===== src/rtccal_pkg.sv =====
// ----------------------------------------------------------------------------
// rtccal_pkg
// Types, request codes and calendar constants for the RTC calendar block.
// ----------------------------------------------------------------------------
package rtccal_pkg;

    typedef enum logic [1:0] {
        REQ_TICK       = 2'd0,
        REQ_SET_TIME   = 2'd1,
        REQ_LOAD_TIMER = 2'd2,
        REQ_CLEAR_FLAG = 2'd3
    } req_type_t;

    typedef struct packed {
        logic [11:0] year;
        logic [3:0]  month;
        logic [4:0]  day;
        logic [4:0]  hour;
        logic [5:0]  minute;
        logic [5:0]  second;
    } cal_t;

    typedef struct packed {
        logic        tick;
        logic        load;
        logic [7:0]  index;
        logic [15:0] value;
    } tmr_cmd_t;

    localparam logic [11:0] YEAR_RESET   = 12'd2000;
    localparam logic [3:0]  MONTH_RESET  = 4'd1;
    localparam logic [4:0]  DAY_RESET    = 5'd1;
    localparam logic [15:0] STEP_RESET   = 16'd1;

    localparam logic [6:0]  SECOND_MAX   = 7'd59;
    localparam logic [6:0]  MINUTE_MAX   = 7'd59;
    localparam logic [5:0]  HOUR_MAX     = 6'd23;
    localparam logic [4:0]  MONTH_MAX    = 5'd12;
    localparam logic [7:0]  FLAG_BIT_MAX = 8'd7;

    localparam logic [4:0]  DAYS_LONG    = 5'd31;
    localparam logic [4:0]  DAYS_SHORT   = 5'd30;
    localparam logic [4:0]  DAYS_FEB     = 5'd28;
    localparam logic [4:0]  DAYS_FEB_LEAP = 5'd29;

    localparam logic [7:0]  FLAG_SECOND   = 8'h01;
    localparam logic [7:0]  FLAG_MINUTE   = 8'h02;
    localparam logic [7:0]  FLAG_PERIODIC = 8'h04;
    localparam logic [7:0]  FLAG_EVEN_SEC = 8'h08;
    localparam logic [7:0]  FLAG_SECOND_B = 8'h10;
    localparam logic [7:0]  FLAG_MINUTE_B = 8'h20;

    function automatic logic [4:0] days_in_month(input logic [3:0] month,
                                                 input logic [1:0] year_low);
        logic [4:0] n;
        case (month)
            4'd2:                      n = (year_low == 2'd0) ? DAYS_FEB_LEAP : DAYS_FEB;
            4'd4, 4'd6, 4'd9, 4'd11:   n = DAYS_SHORT;
            default:                   n = DAYS_LONG;
        endcase
        return n;
    endfunction

endpackage


===== src/rtccal_tick_step.sv =====
// ----------------------------------------------------------------------------
// rtccal_tick_step
// One-second calendar advance with second, minute, hour, day, month and
// year carries.
// ----------------------------------------------------------------------------
module rtccal_tick_step (
    input  rtccal_pkg::cal_t cur,
    output rtccal_pkg::cal_t nxt
);

    logic [6:0] sec_inc;
    logic [6:0] min_inc;
    logic [5:0] hour_inc;
    logic [5:0] day_inc;
    logic [4:0] month_step;
    logic [4:0] dim;
    logic       sec_wrap;
    logic       min_wrap;
    logic       hour_wrap;
    logic       day_wrap;
    logic       month_over;

    always_comb
    begin
        sec_inc    = {1'b0, cur.second} + 7'd1;
        min_inc    = {1'b0, cur.minute} + 7'd1;
        hour_inc   = {1'b0, cur.hour} + 6'd1;
        day_inc    = {1'b0, cur.day} + 6'd1;
        dim        = rtccal_pkg::days_in_month(cur.month, cur.year[1:0]);

        sec_wrap   = sec_inc > rtccal_pkg::SECOND_MAX;
        min_wrap   = sec_wrap && (min_inc > rtccal_pkg::MINUTE_MAX);
        hour_wrap  = min_wrap && (hour_inc > rtccal_pkg::HOUR_MAX);
        day_wrap   = day_inc > {1'b0, dim};
        month_step = {1'b0, cur.month} + {4'd0, day_wrap};
        month_over = month_step > rtccal_pkg::MONTH_MAX;

        nxt        = cur;
        nxt.second = sec_wrap ? 6'd0 : sec_inc[5:0];
        if (sec_wrap)
        begin
            nxt.minute = min_wrap ? 6'd0 : min_inc[5:0];
        end
        if (min_wrap)
        begin
            nxt.hour = hour_wrap ? 5'd0 : hour_inc[4:0];
        end
        if (hour_wrap)
        begin
            nxt.day   = day_wrap ? rtccal_pkg::DAY_RESET : day_inc[4:0];
            nxt.month = month_over ? rtccal_pkg::MONTH_RESET : month_step[3:0];
            nxt.year  = month_over ? cur.year + 12'd1 : cur.year;
        end
    end

endmodule


===== src/rtccal_timers.sv =====
// ----------------------------------------------------------------------------
// rtccal_timers
// Bank of 16-bit countdown timers with saturating decrement, load and
// read-back of the updated count.
// ----------------------------------------------------------------------------
module rtccal_timers #(
    parameter int NUM_TIMERS = 8
) (
    input  logic                 clk,
    input  logic                 rst_n,
    input  rtccal_pkg::tmr_cmd_t cmd,
    input  logic [15:0]          step,
    output logic [15:0]          rd_data
);

    logic [15:0] store_reg  [NUM_TIMERS];
    logic [15:0] store_next [NUM_TIMERS];

    always_comb
    begin
        for (int i = 0; i < NUM_TIMERS; i++)
        begin
            store_next[i] = store_reg[i];
            if (cmd.tick)
            begin
                store_next[i] = (store_reg[i] >= step) ? store_reg[i] - step : 16'd0;
            end
            if (cmd.load && (cmd.index == 8'(i)))
            begin
                store_next[i] = cmd.value;
            end
        end
    end

    always_comb
    begin
        rd_data = 16'd0;
        for (int i = 0; i < NUM_TIMERS; i++)
        begin
            if (cmd.index == 8'(i))
            begin
                rd_data = store_next[i];
            end
        end
    end

    always_ff @(posedge clk or negedge rst_n)
    begin
        if (!rst_n)
        begin
            for (int i = 0; i < NUM_TIMERS; i++)
            begin
                store_reg[i] <= 16'd0;
            end
        end
        else
        begin
            for (int i = 0; i < NUM_TIMERS; i++)
            begin
                store_reg[i] <= store_next[i];
            end
        end
    end

endmodule


===== src/rtc_calendar_tick_with_timers_unit.sv =====
// ----------------------------------------------------------------------------
// rtc_calendar_tick_with_timers_unit
// Real-time clock with binary calendar, countdown timers and event flags.
// ----------------------------------------------------------------------------
// Usage:
//   Input channel (in_valid / in_stall) carries one request word: tick, set
//   time, load timer or clear flag bit. Output channel (out_valid /
//   out_stall) returns one word per request: the calendar, the flags and the
//   addressed timer, all as they stand after that request.
//   cfg_wr_en / cfg_wr_data write the timer step; write it while idle.
// Path: a word accepted at a clock edge lands in the input register, is
//   processed from there, and its result is captured in the result register,
//   from which it is presented.
// Throughput: one word per cycle while the result is not stalled; the
//   calendar carry chain and the parallel timer decrements form one short
//   combinational pass between the input register and the result register.
// Reset: calendar 2000-01-01 00:00:00, flags and timers zero, step 1, both
//   pipeline registers empty.
// Stall: a stalled result holds; the input register still takes one more
//   word, after which in_stall rises until the result is taken.
// ----------------------------------------------------------------------------
module rtc_calendar_tick_with_timers_unit #(
    parameter int NUM_TIMERS = 8
) (
    input  logic        clk,
    input  logic        rst_n,

    input  logic        cfg_wr_en,
    input  logic [15:0] cfg_wr_data,

    input  logic        in_valid,
    output logic        in_stall,
    input  logic [1:0]  req_type,
    input  logic [11:0] new_year,
    input  logic [3:0]  new_month,
    input  logic [4:0]  new_day,
    input  logic [4:0]  new_hour,
    input  logic [5:0]  new_minute,
    input  logic [5:0]  new_second,
    input  logic [7:0]  timer_index,
    input  logic [15:0] timer_load,
    input  logic [7:0]  flag_bit,

    output logic        out_valid,
    input  logic        out_stall,
    output logic [11:0] cur_year,
    output logic [3:0]  cur_month,
    output logic [4:0]  cur_day,
    output logic [4:0]  cur_hour,
    output logic [5:0]  cur_minute,
    output logic [5:0]  cur_second,
    output logic [7:0]  event_flags,
    output logic [15:0] timer_remaining
);

    logic                  in_valid_reg;
    logic                  in_valid_next;
    rtccal_pkg::req_type_t req_reg;
    rtccal_pkg::cal_t      set_cal_reg;
    logic [7:0]            index_reg;
    logic [15:0]           load_reg;
    logic [7:0]            flag_bit_reg;

    logic                  out_valid_reg;
    logic                  out_valid_next;
    rtccal_pkg::cal_t      out_cal_reg;
    logic [7:0]            out_flags_reg;
    logic [15:0]           out_timer_reg;

    rtccal_pkg::cal_t      cal_reg;
    rtccal_pkg::cal_t      cal_next;
    rtccal_pkg::cal_t      tick_cal;
    logic [7:0]            flags_reg;
    logic [7:0]            flags_next;
    logic [15:0]           step_reg;

    rtccal_pkg::tmr_cmd_t  tmr_cmd;
    logic [15:0]           tmr_rd_data;

    logic                  in_take;
    logic                  advance;

    assign advance       = in_valid_reg && (!out_valid_reg || !out_stall);
    assign in_stall      = in_valid_reg && !advance;
    assign in_take       = in_valid && !in_stall;
    assign in_valid_next = in_take || (in_valid_reg && !advance);
    assign out_valid_next = advance || (out_valid_reg && out_stall);

    rtccal_tick_step u_tick_step (
        .cur (cal_reg),
        .nxt (tick_cal)
    );

    always_comb
    begin
        tmr_cmd.tick  = advance && (req_reg == rtccal_pkg::REQ_TICK);
        tmr_cmd.load  = advance && (req_reg == rtccal_pkg::REQ_LOAD_TIMER);
        tmr_cmd.index = index_reg;
        tmr_cmd.value = load_reg;
    end

    rtccal_timers #(
        .NUM_TIMERS (NUM_TIMERS)
    ) u_timers (
        .clk     (clk),
        .rst_n   (rst_n),
        .cmd     (tmr_cmd),
        .step    (step_reg),
        .rd_data (tmr_rd_data)
    );

    always_comb
    begin
        cal_next   = cal_reg;
        flags_next = flags_reg;
        case (req_reg)
            rtccal_pkg::REQ_TICK:
            begin
                cal_next   = tick_cal;
                flags_next = flags_reg | rtccal_pkg::FLAG_SECOND
                           | rtccal_pkg::FLAG_PERIODIC | rtccal_pkg::FLAG_SECOND_B;
                if (!tick_cal.second[0])
                begin
                    flags_next = flags_next | rtccal_pkg::FLAG_EVEN_SEC;
                end
                if (tick_cal.minute == 6'd0)
                begin
                    flags_next = flags_next | rtccal_pkg::FLAG_MINUTE
                               | rtccal_pkg::FLAG_MINUTE_B;
                end
            end
            rtccal_pkg::REQ_SET_TIME:
            begin
                cal_next = set_cal_reg;
            end
            rtccal_pkg::REQ_CLEAR_FLAG:
            begin
                if (flag_bit_reg <= rtccal_pkg::FLAG_BIT_MAX)
                begin
                    flags_next = flags_reg & ~(8'd1 << flag_bit_reg[2:0]);
                end
            end
            default:
            begin
                cal_next   = cal_reg;
                flags_next = flags_reg;
            end
        endcase
    end

    always_ff @(posedge clk or negedge rst_n)
    begin
        if (!rst_n)
        begin
            in_valid_reg  <= 1'b0;
            out_valid_reg <= 1'b0;
            step_reg      <= rtccal_pkg::STEP_RESET;
            flags_reg     <= 8'd0;
            cal_reg.year   <= rtccal_pkg::YEAR_RESET;
            cal_reg.month  <= rtccal_pkg::MONTH_RESET;
            cal_reg.day    <= rtccal_pkg::DAY_RESET;
            cal_reg.hour   <= 5'd0;
            cal_reg.minute <= 6'd0;
            cal_reg.second <= 6'd0;
        end
        else
        begin
            in_valid_reg  <= in_valid_next;
            out_valid_reg <= out_valid_next;
            if (cfg_wr_en)
            begin
                step_reg <= cfg_wr_data;
            end
            if (advance)
            begin
                cal_reg   <= cal_next;
                flags_reg <= flags_next;
            end
        end
    end

    always_ff @(posedge clk)
    begin
        if (in_take)
        begin
            req_reg            <= rtccal_pkg::req_type_t'(req_type);
            set_cal_reg.year   <= new_year;
            set_cal_reg.month  <= new_month;
            set_cal_reg.day    <= new_day;
            set_cal_reg.hour   <= new_hour;
            set_cal_reg.minute <= new_minute;
            set_cal_reg.second <= new_second;
            index_reg          <= timer_index;
            load_reg           <= timer_load;
            flag_bit_reg       <= flag_bit;
        end
        if (advance)
        begin
            out_cal_reg   <= cal_next;
            out_flags_reg <= flags_next;
            out_timer_reg <= tmr_rd_data;
        end
    end

    assign out_valid       = out_valid_reg;
    assign cur_year        = out_cal_reg.year;
    assign cur_month       = out_cal_reg.month;
    assign cur_day         = out_cal_reg.day;
    assign cur_hour        = out_cal_reg.hour;
    assign cur_minute      = out_cal_reg.minute;
    assign cur_second      = out_cal_reg.second;
    assign event_flags     = out_flags_reg;
    assign timer_remaining = out_timer_reg;

endmodule


===== config.mk =====
export PLATFORM = sky130hd
export DESIGN_NAME = rtc_calendar_tick_with_timers_unit
export DESIGN_NICKNAME = d
export VERILOG_FILES = /design/src/rtccal_pkg.sv /design/src/rtccal_tick_step.sv /design/src/rtccal_timers.sv /design/src/rtc_calendar_tick_with_timers_unit.sv
export SDC_FILE = /design/constraint.sdc
export NUM_CORES = 1
export LEC_CHECK = 0
export ABC_AREA = 1
export BUFFER_PORTS_ARGS = -buffer_cell sky130_fd_sc_hd__buf_4
export CORE_ASPECT_RATIO = 1.4
export CORE_UTILIZATION = 39
export CTS_BUF_LIST = sky130_fd_sc_hd__clkbuf_4 sky130_fd_sc_hd__clkbuf_8
export DETAILED_ROUTE_END_ITERATION = 7
export PLACE_DENSITY = 0.59
export REMOVE_ABC_BUFFERS = 1
export SLEW_MARGIN = 20
export SYNTH_ARGS = -nofsm -noshare
export SYNTH_HDL_FRONTEND = slang
export SYNTH_HIERARCHICAL = 1
export SYNTH_SLANG_ARGS = --single-unit
export TNS_END_PERCENT = 10

===== constraint.sdc =====
create_clock -name clk -period 4.8 [get_ports clk]
set_clock_uncertainty 0.15 [all_clocks]
set_input_delay 0.48 -clock clk [delete_from_list [all_inputs] [get_ports clk]]
set_output_delay 0.48 -clock clk [all_outputs]
set_load 0.1 [all_outputs]

==> results.cfg, run 1 <==
[place]
place_worst_setup_slack_ps = 739
dp.final_hpwl_um = 63300
gp_congestion = 0.969
portBuffers = 156

[layout]
fillerInstances = 6259
fin_util = 0.463
final_layout_size_suffix_gt1_frac = 0.138
sequential_cell_area_in_the_final_layout_um2 = 8840
largest_register_ffs = 128
multi_input_area_um2 = 13800
final_nets = 3757
synthToLayoutAreaGrowth_pct = 16.9

[power_and_ir_drop]
clock_power_share = 0.310
worst_ir_drop_vdd_uv = 277
internal-power_mw = 5.90
combinational_power_share = 0.327
p_sw_frac = 0.392
cellPowerDensity_nw_per_um2 = 336
sequential_power_share = 0.363
power.static_leakage_nw = 14.9
power.net_switching_mw = 3.81

[synth]
yosys.cell_types.count = 59
synthTopCellsByCount = nand2_1 (1,061), inv_1 (354), nand3_1 (248), nor2_1 (221), a21oi_1 (192)
synth_ff_type = dfrtp_1
synthMostInstantiatedCell = nand2_1
synth_async_sr_flop_share = 0.589
synthTopCellsByArea = dfrtp_1 (19%), edfxtp_1 (16%), nand2_1 (16%), ha_1 (7.3%), inv_1 (5.4%)
area_fraction_of_the_dominant_cell_type_after_synthesis = 0.185
synth-edff-count = 134
avgSynthCellArea_um2 = 7.61
synth_seq_cells = 326
synthesis.yosys.warnings = 6
synth.cell_area_um2 = 24700
syn-instance-count = 3245
synth_top_cell_by_area = dfrtp_1
synth_seq_area_share = 0.358

[timing]
grt_setup_unrepaired = no
tightestPinTransition_ps = 1060
slew_viol_final = 0
fin_ws_ps = 691
setup-violations-final = 0
final_hold_viol_count = 0
period_needed_ps = 4110
hold_slack_ps = 62.7
maxClockFrequency_mhz = 243
period_share = 0.856
max-slew-margin-rel = 0.285

[cts]
root_buffer = clkbuf_8
clock_path_buffers = 3
cts_resized = 0
cts.clk_slew.worst_paths_ps = 70
numCtsBuffers = 59
clock_sinks = 326
cts_tree = built
clock_tree.htree_level_count = 2
clock_insertion_delay_worst_skew_ps = 720

[min_path]
timing.hold.worst.class = input port to flip-flop

[routing]
detail_route.vias_per_cell = 5.23
route.vias.total = 23000
dr.first_iter.drc_count = 1425
detail_route.drc_violations = 0
wire_per_inst_um = 19.3
drt-total-wl_um = 84800
first_pass_iters = 6
ant_nets = 0

[die]
placeableCoreArea_um2 = 62300
fp-row-count = 108
die_height_um = 300
design.portCount = 157
fp.dieW_um = 215
area_of_the_die_um2 = 64400
initial_standard_cell_utilization_of_the_core = 0.396

[flow_run]
timing.max_cap.violations = 0

[critical_path]
endpoint_kind = flip-flop
startpoint_type = flip-flop
timing.critical_path.required_ps = 5070
worst_setup_path_type = flip-flop to flip-flop
maximum_fanout_encountered_on_the_critical_timing_path = 14
r2r_slack_ps = 690
worst-endpoint-arrival_ps = 4380

[global_routing]
track_usage = 0.262
pin_count_of_the_biggest_net_entering_global_routing = 110
gr-total-overflow = 0
number_of_global_route_vias_before_repair = 22600
antenna_found_initial = 1
grt_first_pass_wirelength_um = 129000

[run_status]
status = finished, final reports clean
[final timing paths]
kind | startpoint | endpoint | depth (start not counted)
worst max-delay path | cal_reg[26] | cur_month[3] | 22
worst min-delay path | cfg_wr_en | step_reg[2] | 2
worst max register to register | cal_reg[26] | cur_month[3] | 22
worst min register to register | flags_reg[4] | flags_reg[4] | 2
max in group asynchronous | rst_n | flags_reg[0] | 3
min in group asynchronous | rst_n | cal_reg[31] | 2
[cells in the final DEF (no fill, tap or decap), types with 10 or more instances in the layout]
master,instances
a21boi_0,59
a21o_1,12
a21oi_1,192
a21oi_2,10
a22oi_1,19
a22oi_4,20
a31oi_1,21
a31oi_2,21
and2_1,26
buf_4,195
clkbuf_4,16
clkbuf_8,63
clkinv_1,12
clkinv_2,11
dfrtp_1,183
dlygate4sd3_1,91
edfxtp_1,134
ha_1,144
inv_1,353
mux2_2,16
nand2_1,1061
nand2_2,23
nand2_4,10
nand3_1,248
nand3b_1,15
nand4_1,50
nor2_1,220
nor3_1,36
o211ai_1,10
o21ai_0,57
o21bai_1,13
or2_2,14
xnor2_1,30
xor2_1,57
[per-stage QoR]
step	TNS, ps	power (mW)	cell area (µm²)	cells
floorplan	-60260	5.79	24100	3160
global placement	0	6.67	26600	4184
detailed placement	0	6.68	26600	4184
CTS	0	9.79	28900	4385
global route	0	10.2	28900	4386
finish	0	9.70	28900	4387
[timing repair]
item / 4_1_cts / 5_1_grt
endpoints found under the hold margin: 182 / 0
buffers inserted: 0 / 0
hold buffers: 91 / 0
[kinds of logic after synthesis]
| group | share of synthesized area |
|---|---|
| simple gates | 0.310 |
| compound gates | 0.131 |
| buf+inv | 0.0826 |
| flops | 0.358 |
| fa+ha+maj | 0.0799 |
| xor+xnor | 0.0309 |
| mux | 0.00730 |
[critical path, stage by stage (launching register included)]
cell	delay (ps)
dfrtp_1	500
inv_1	150
ha_1	150
inv_1	50
a221oi_1	280
ha_1	200
nor2_1	40
o211ai_1	160
nor2_1	70
nor2_1	150
inv_1	110
ha_1	200
ha_1	210
xnor2_1	230
nor2_1	80
nand2_1	80
nand2_1	340
inv_1	180
nor2_1	50
nand3_1	80
nand2_1	100
a22oi_4	210
nand2_1	70
[routing by layer]
| layer | track usage | vias to the layer above | part of all wire |
|---|---|---|---|
| li1 | - | 11300 | - |
| met1 | 0.282 | 10700 | 0.37 |
| met2 | 0.465 | 708 | 0.49 |
| met3 | 0.0384 | 256 | 0.049 |
| met4 | 0.201 | 0 | 0.085 |
| met5 | 0 | - | 0 |
[layout make-up]
type,count,share of cell area
flip-flops and latches,326,0.306
clock inverters,31,0.0111
multi-input cells,2464,0.479
clock buffers,79,0.0342
inverters,370,0.0486
well taps,825,0.0358
repair buffers,290,0.0849
diodes,2,0.000173
[power by group through the flow]
stage	registers (mW)	clock network, mW	logic, mW
finish	3.52	3.01	3.18
floorplan	3.98	0	1.81
CTS	3.52	3.09	3.18
global route	3.56	3.18	3.47
global placement	3.57	0	3.10
detailed placement	3.57	0	3.11
(Power assumes the default switching activity.)
==> run 2, diff against run 1 <==
RECOVER_POWER = 100   (was unset)
==> run 2 against run 1 <==
Net effect:
- the run now ends with max-capacitance violations, max-slew violations left
- first-iteration DRC count up 4.1%
- register-to-register slack worse by 340 ps
- worst setup slack worse by 340 ps
- largest cell class unchanged
==> results.cfg, run 2 (synthesis gave the netlist of run 1 again) <==
[routing]
detail_route.drc_violations = 0
ant_nets = 0
detail_route.vias_per_cell = 5.23
first_pass_iters = 6
route.vias.total = 22900
wire_per_inst_um = 19.4
dr.first_iter.drc_count = 1483
drt-total-wl_um = 85100

[cts]
cts_hold_repair.buffers = 91
clock_path_buffers = 3
cts_tree = built
root_buffer = clkbuf_8
numCtsBuffers = 59
clock_insertion_delay_worst_skew_ps = 720
cts_resized = 0
cts.clk_slew.worst_paths_ps = 70
clock_tree.htree_level_count = 2
clock_sinks = 326
postCtsSetupBuffers = 0

[layout]
final_cell_count_no_fill = 4387
final_nets = 3757
final_layout_size_suffix_gt1_frac = 0.102
largest_register_ffs = 128
mostFrequentLayoutCell = nand2_1
fillerInstances = 6401
synthToLayoutAreaGrowth_pct = 14.0
mostFrequentLayoutCells = nand2_1 (1,069), inv_1 (357), nand3_1 (254)

[global_routing]
gr-total-overflow = 0
grt_first_pass_wirelength_um = 129000
track_usage = 0.262
pin_count_of_the_biggest_net_entering_global_routing = 110
antenna_found_initial = 1
number_of_global_route_vias_before_repair = 22600

[timing]
grt_setup_unrepaired = no
final_hold_viol_count = 0
max-slew-margin-rel = -1.02
period_share = 0.927
tightestPinTransition_ps = 3030
slew_viol_final = 249
period_needed_ps = 4450
maxClockFrequency_mhz = 225
setup-violations-final = 0
fin_ws_ps = 352

[critical_path]
endpoint_kind = flip-flop
startpoint_type = flip-flop
timing.critical_path.depth = 15
crit_family = buffers and inverters
worst_setup_path_type = flip-flop to flip-flop
cell_at_the_slowest_stage_of_the_critical_path = inv_1
worst-endpoint-arrival_ps = 4880
timing.critical_path.required_ps = 5230
cp-startpoint = step_reg[1]
ff2ff_path_depth = 15
timing.critical_path.buf_inv = 3
r2r_slack_ps = 350
maximum_fanout_encountered_on_the_critical_timing_path = 14
worst_r2r_startpoint = step_reg[1]
cell_breakdown_of_the_critical_path = inv_1 -> clkbuf_1 -> fa_1 -> nand3_1 -> nand2_1 -> a21boi_0 -> o21ai_0 -> nand2_1 -> nand3_1 -> nand2_1 -> inv_4 -> nand2_1 -> a21oi_1 -> nand2_1 -> nand4_1
slowest_delay_ps = 580
cp_common_cell = nand2_1

[die]
design.portCount = 157
fp-row-count = 108
initial_standard_cell_utilization_of_the_core = 0.396
area_of_the_die_um2 = 64400
fp.dieW_um = 215
placeableCoreArea_um2 = 62300
die_height_um = 300

[min_path]
hold_path.startpoint = cfg_wr_en
worst_hold_path.num_cells = 2
timing.hold.worst.class = input port to flip-flop

[place]
place_worst_setup_slack_ps = 739
portBuffers = 156
dpl.cell_count = 4184
gp_congestion = 0.969
dp.final_hpwl_um = 63300

[power_and_ir_drop]
worst_ir_drop_vdd_uv = 263
cellPowerDensity_nw_per_um2 = 338
power.static_leakage_nw = 14.4

[flow_run]
timing.max_cap.violations = 3

[run_status]
status = finished with violations
violations = max-capacitance violations, max-slew violations
==> run 2: worst paths after layout <==
check	end
worst min-delay path	step_reg[2]
worst max-delay path	timer_remaining[8]
max in group asynchronous	cal_reg[7]
min in group asynchronous	cal_reg[31]
worst min register to register	flags_reg[4]
worst max register to register	timer_remaining[8]
==> run 2: cell type report <==
| cell class | count | area (µm²) | area share |
|---|---|---|---|
| clock buffers | 79 | 987 | 0.0351 |
| flip-flops and latches | 326 | 8840 | 0.314 |
| well taps | 825 | 1030 | 0.0367 |
| repair buffers | 290 | 2170 | 0.0770 |
| multi-input cells | 2464 | 13400 | 0.476 |
| clock inverters | 31 | 320 | 0.0114 |
| diodes | 2 | 5.00 | 0.000178 |
| inverters | 370 | 1400 | 0.0498 |
==> run 2: through the flow <==
stage	cell area (µm²)	setup TNS [ps]	total power [mW]	hold slack [ps]	utilization
floorplan	24100	-60260	5.79	34.4	-
global placement	26600	0	6.67	305	0.428
detailed placement	26600	0	6.68	313	0.428
CTS	28900	0	9.79	26.4	0.463
global route	28100	0	10.0	60.6	0.452
finish	28100	0	9.50	62.8	0.452
==> run 2: routing by layer <==
| metal | track usage | wire length [µm] | vias to the layer above |
|---|---|---|---|
| met4 | 0.201 | 7410 | 0 |
| met3 | 0.0384 | 4030 | 272 |
| met5 | 0 | 0 | - |
| met1 | 0.282 | 31700 | 10700 |
| met2 | 0.465 | 41900 | 691 |
| li1 | - | - | 11200 |
==> run 2: power by group <==
group	leakage, nW	switching, mW	total, mW	internal, mW
registers	3.80	0.272	3.50	3.23
clock network	0.683	1.34	3.01	1.67
logic	9.91	2.11	3.00	0.883
total	14.4	3.72	9.50	5.78
==> run 2: worst reg2reg max path: stages (launching register included) <==
cell,delay [ps]
dfrtp_1,420
inv_1,580
clkbuf_1,520
fa_1,320
nand3_1,90
nand2_1,180
a21boi_0,180
o21ai_0,420
nand2_1,90
nand3_1,80
nand2_1,160
inv_4,250
nand2_1,90
a21oi_1,520
nand2_1,130
nand4_1,140
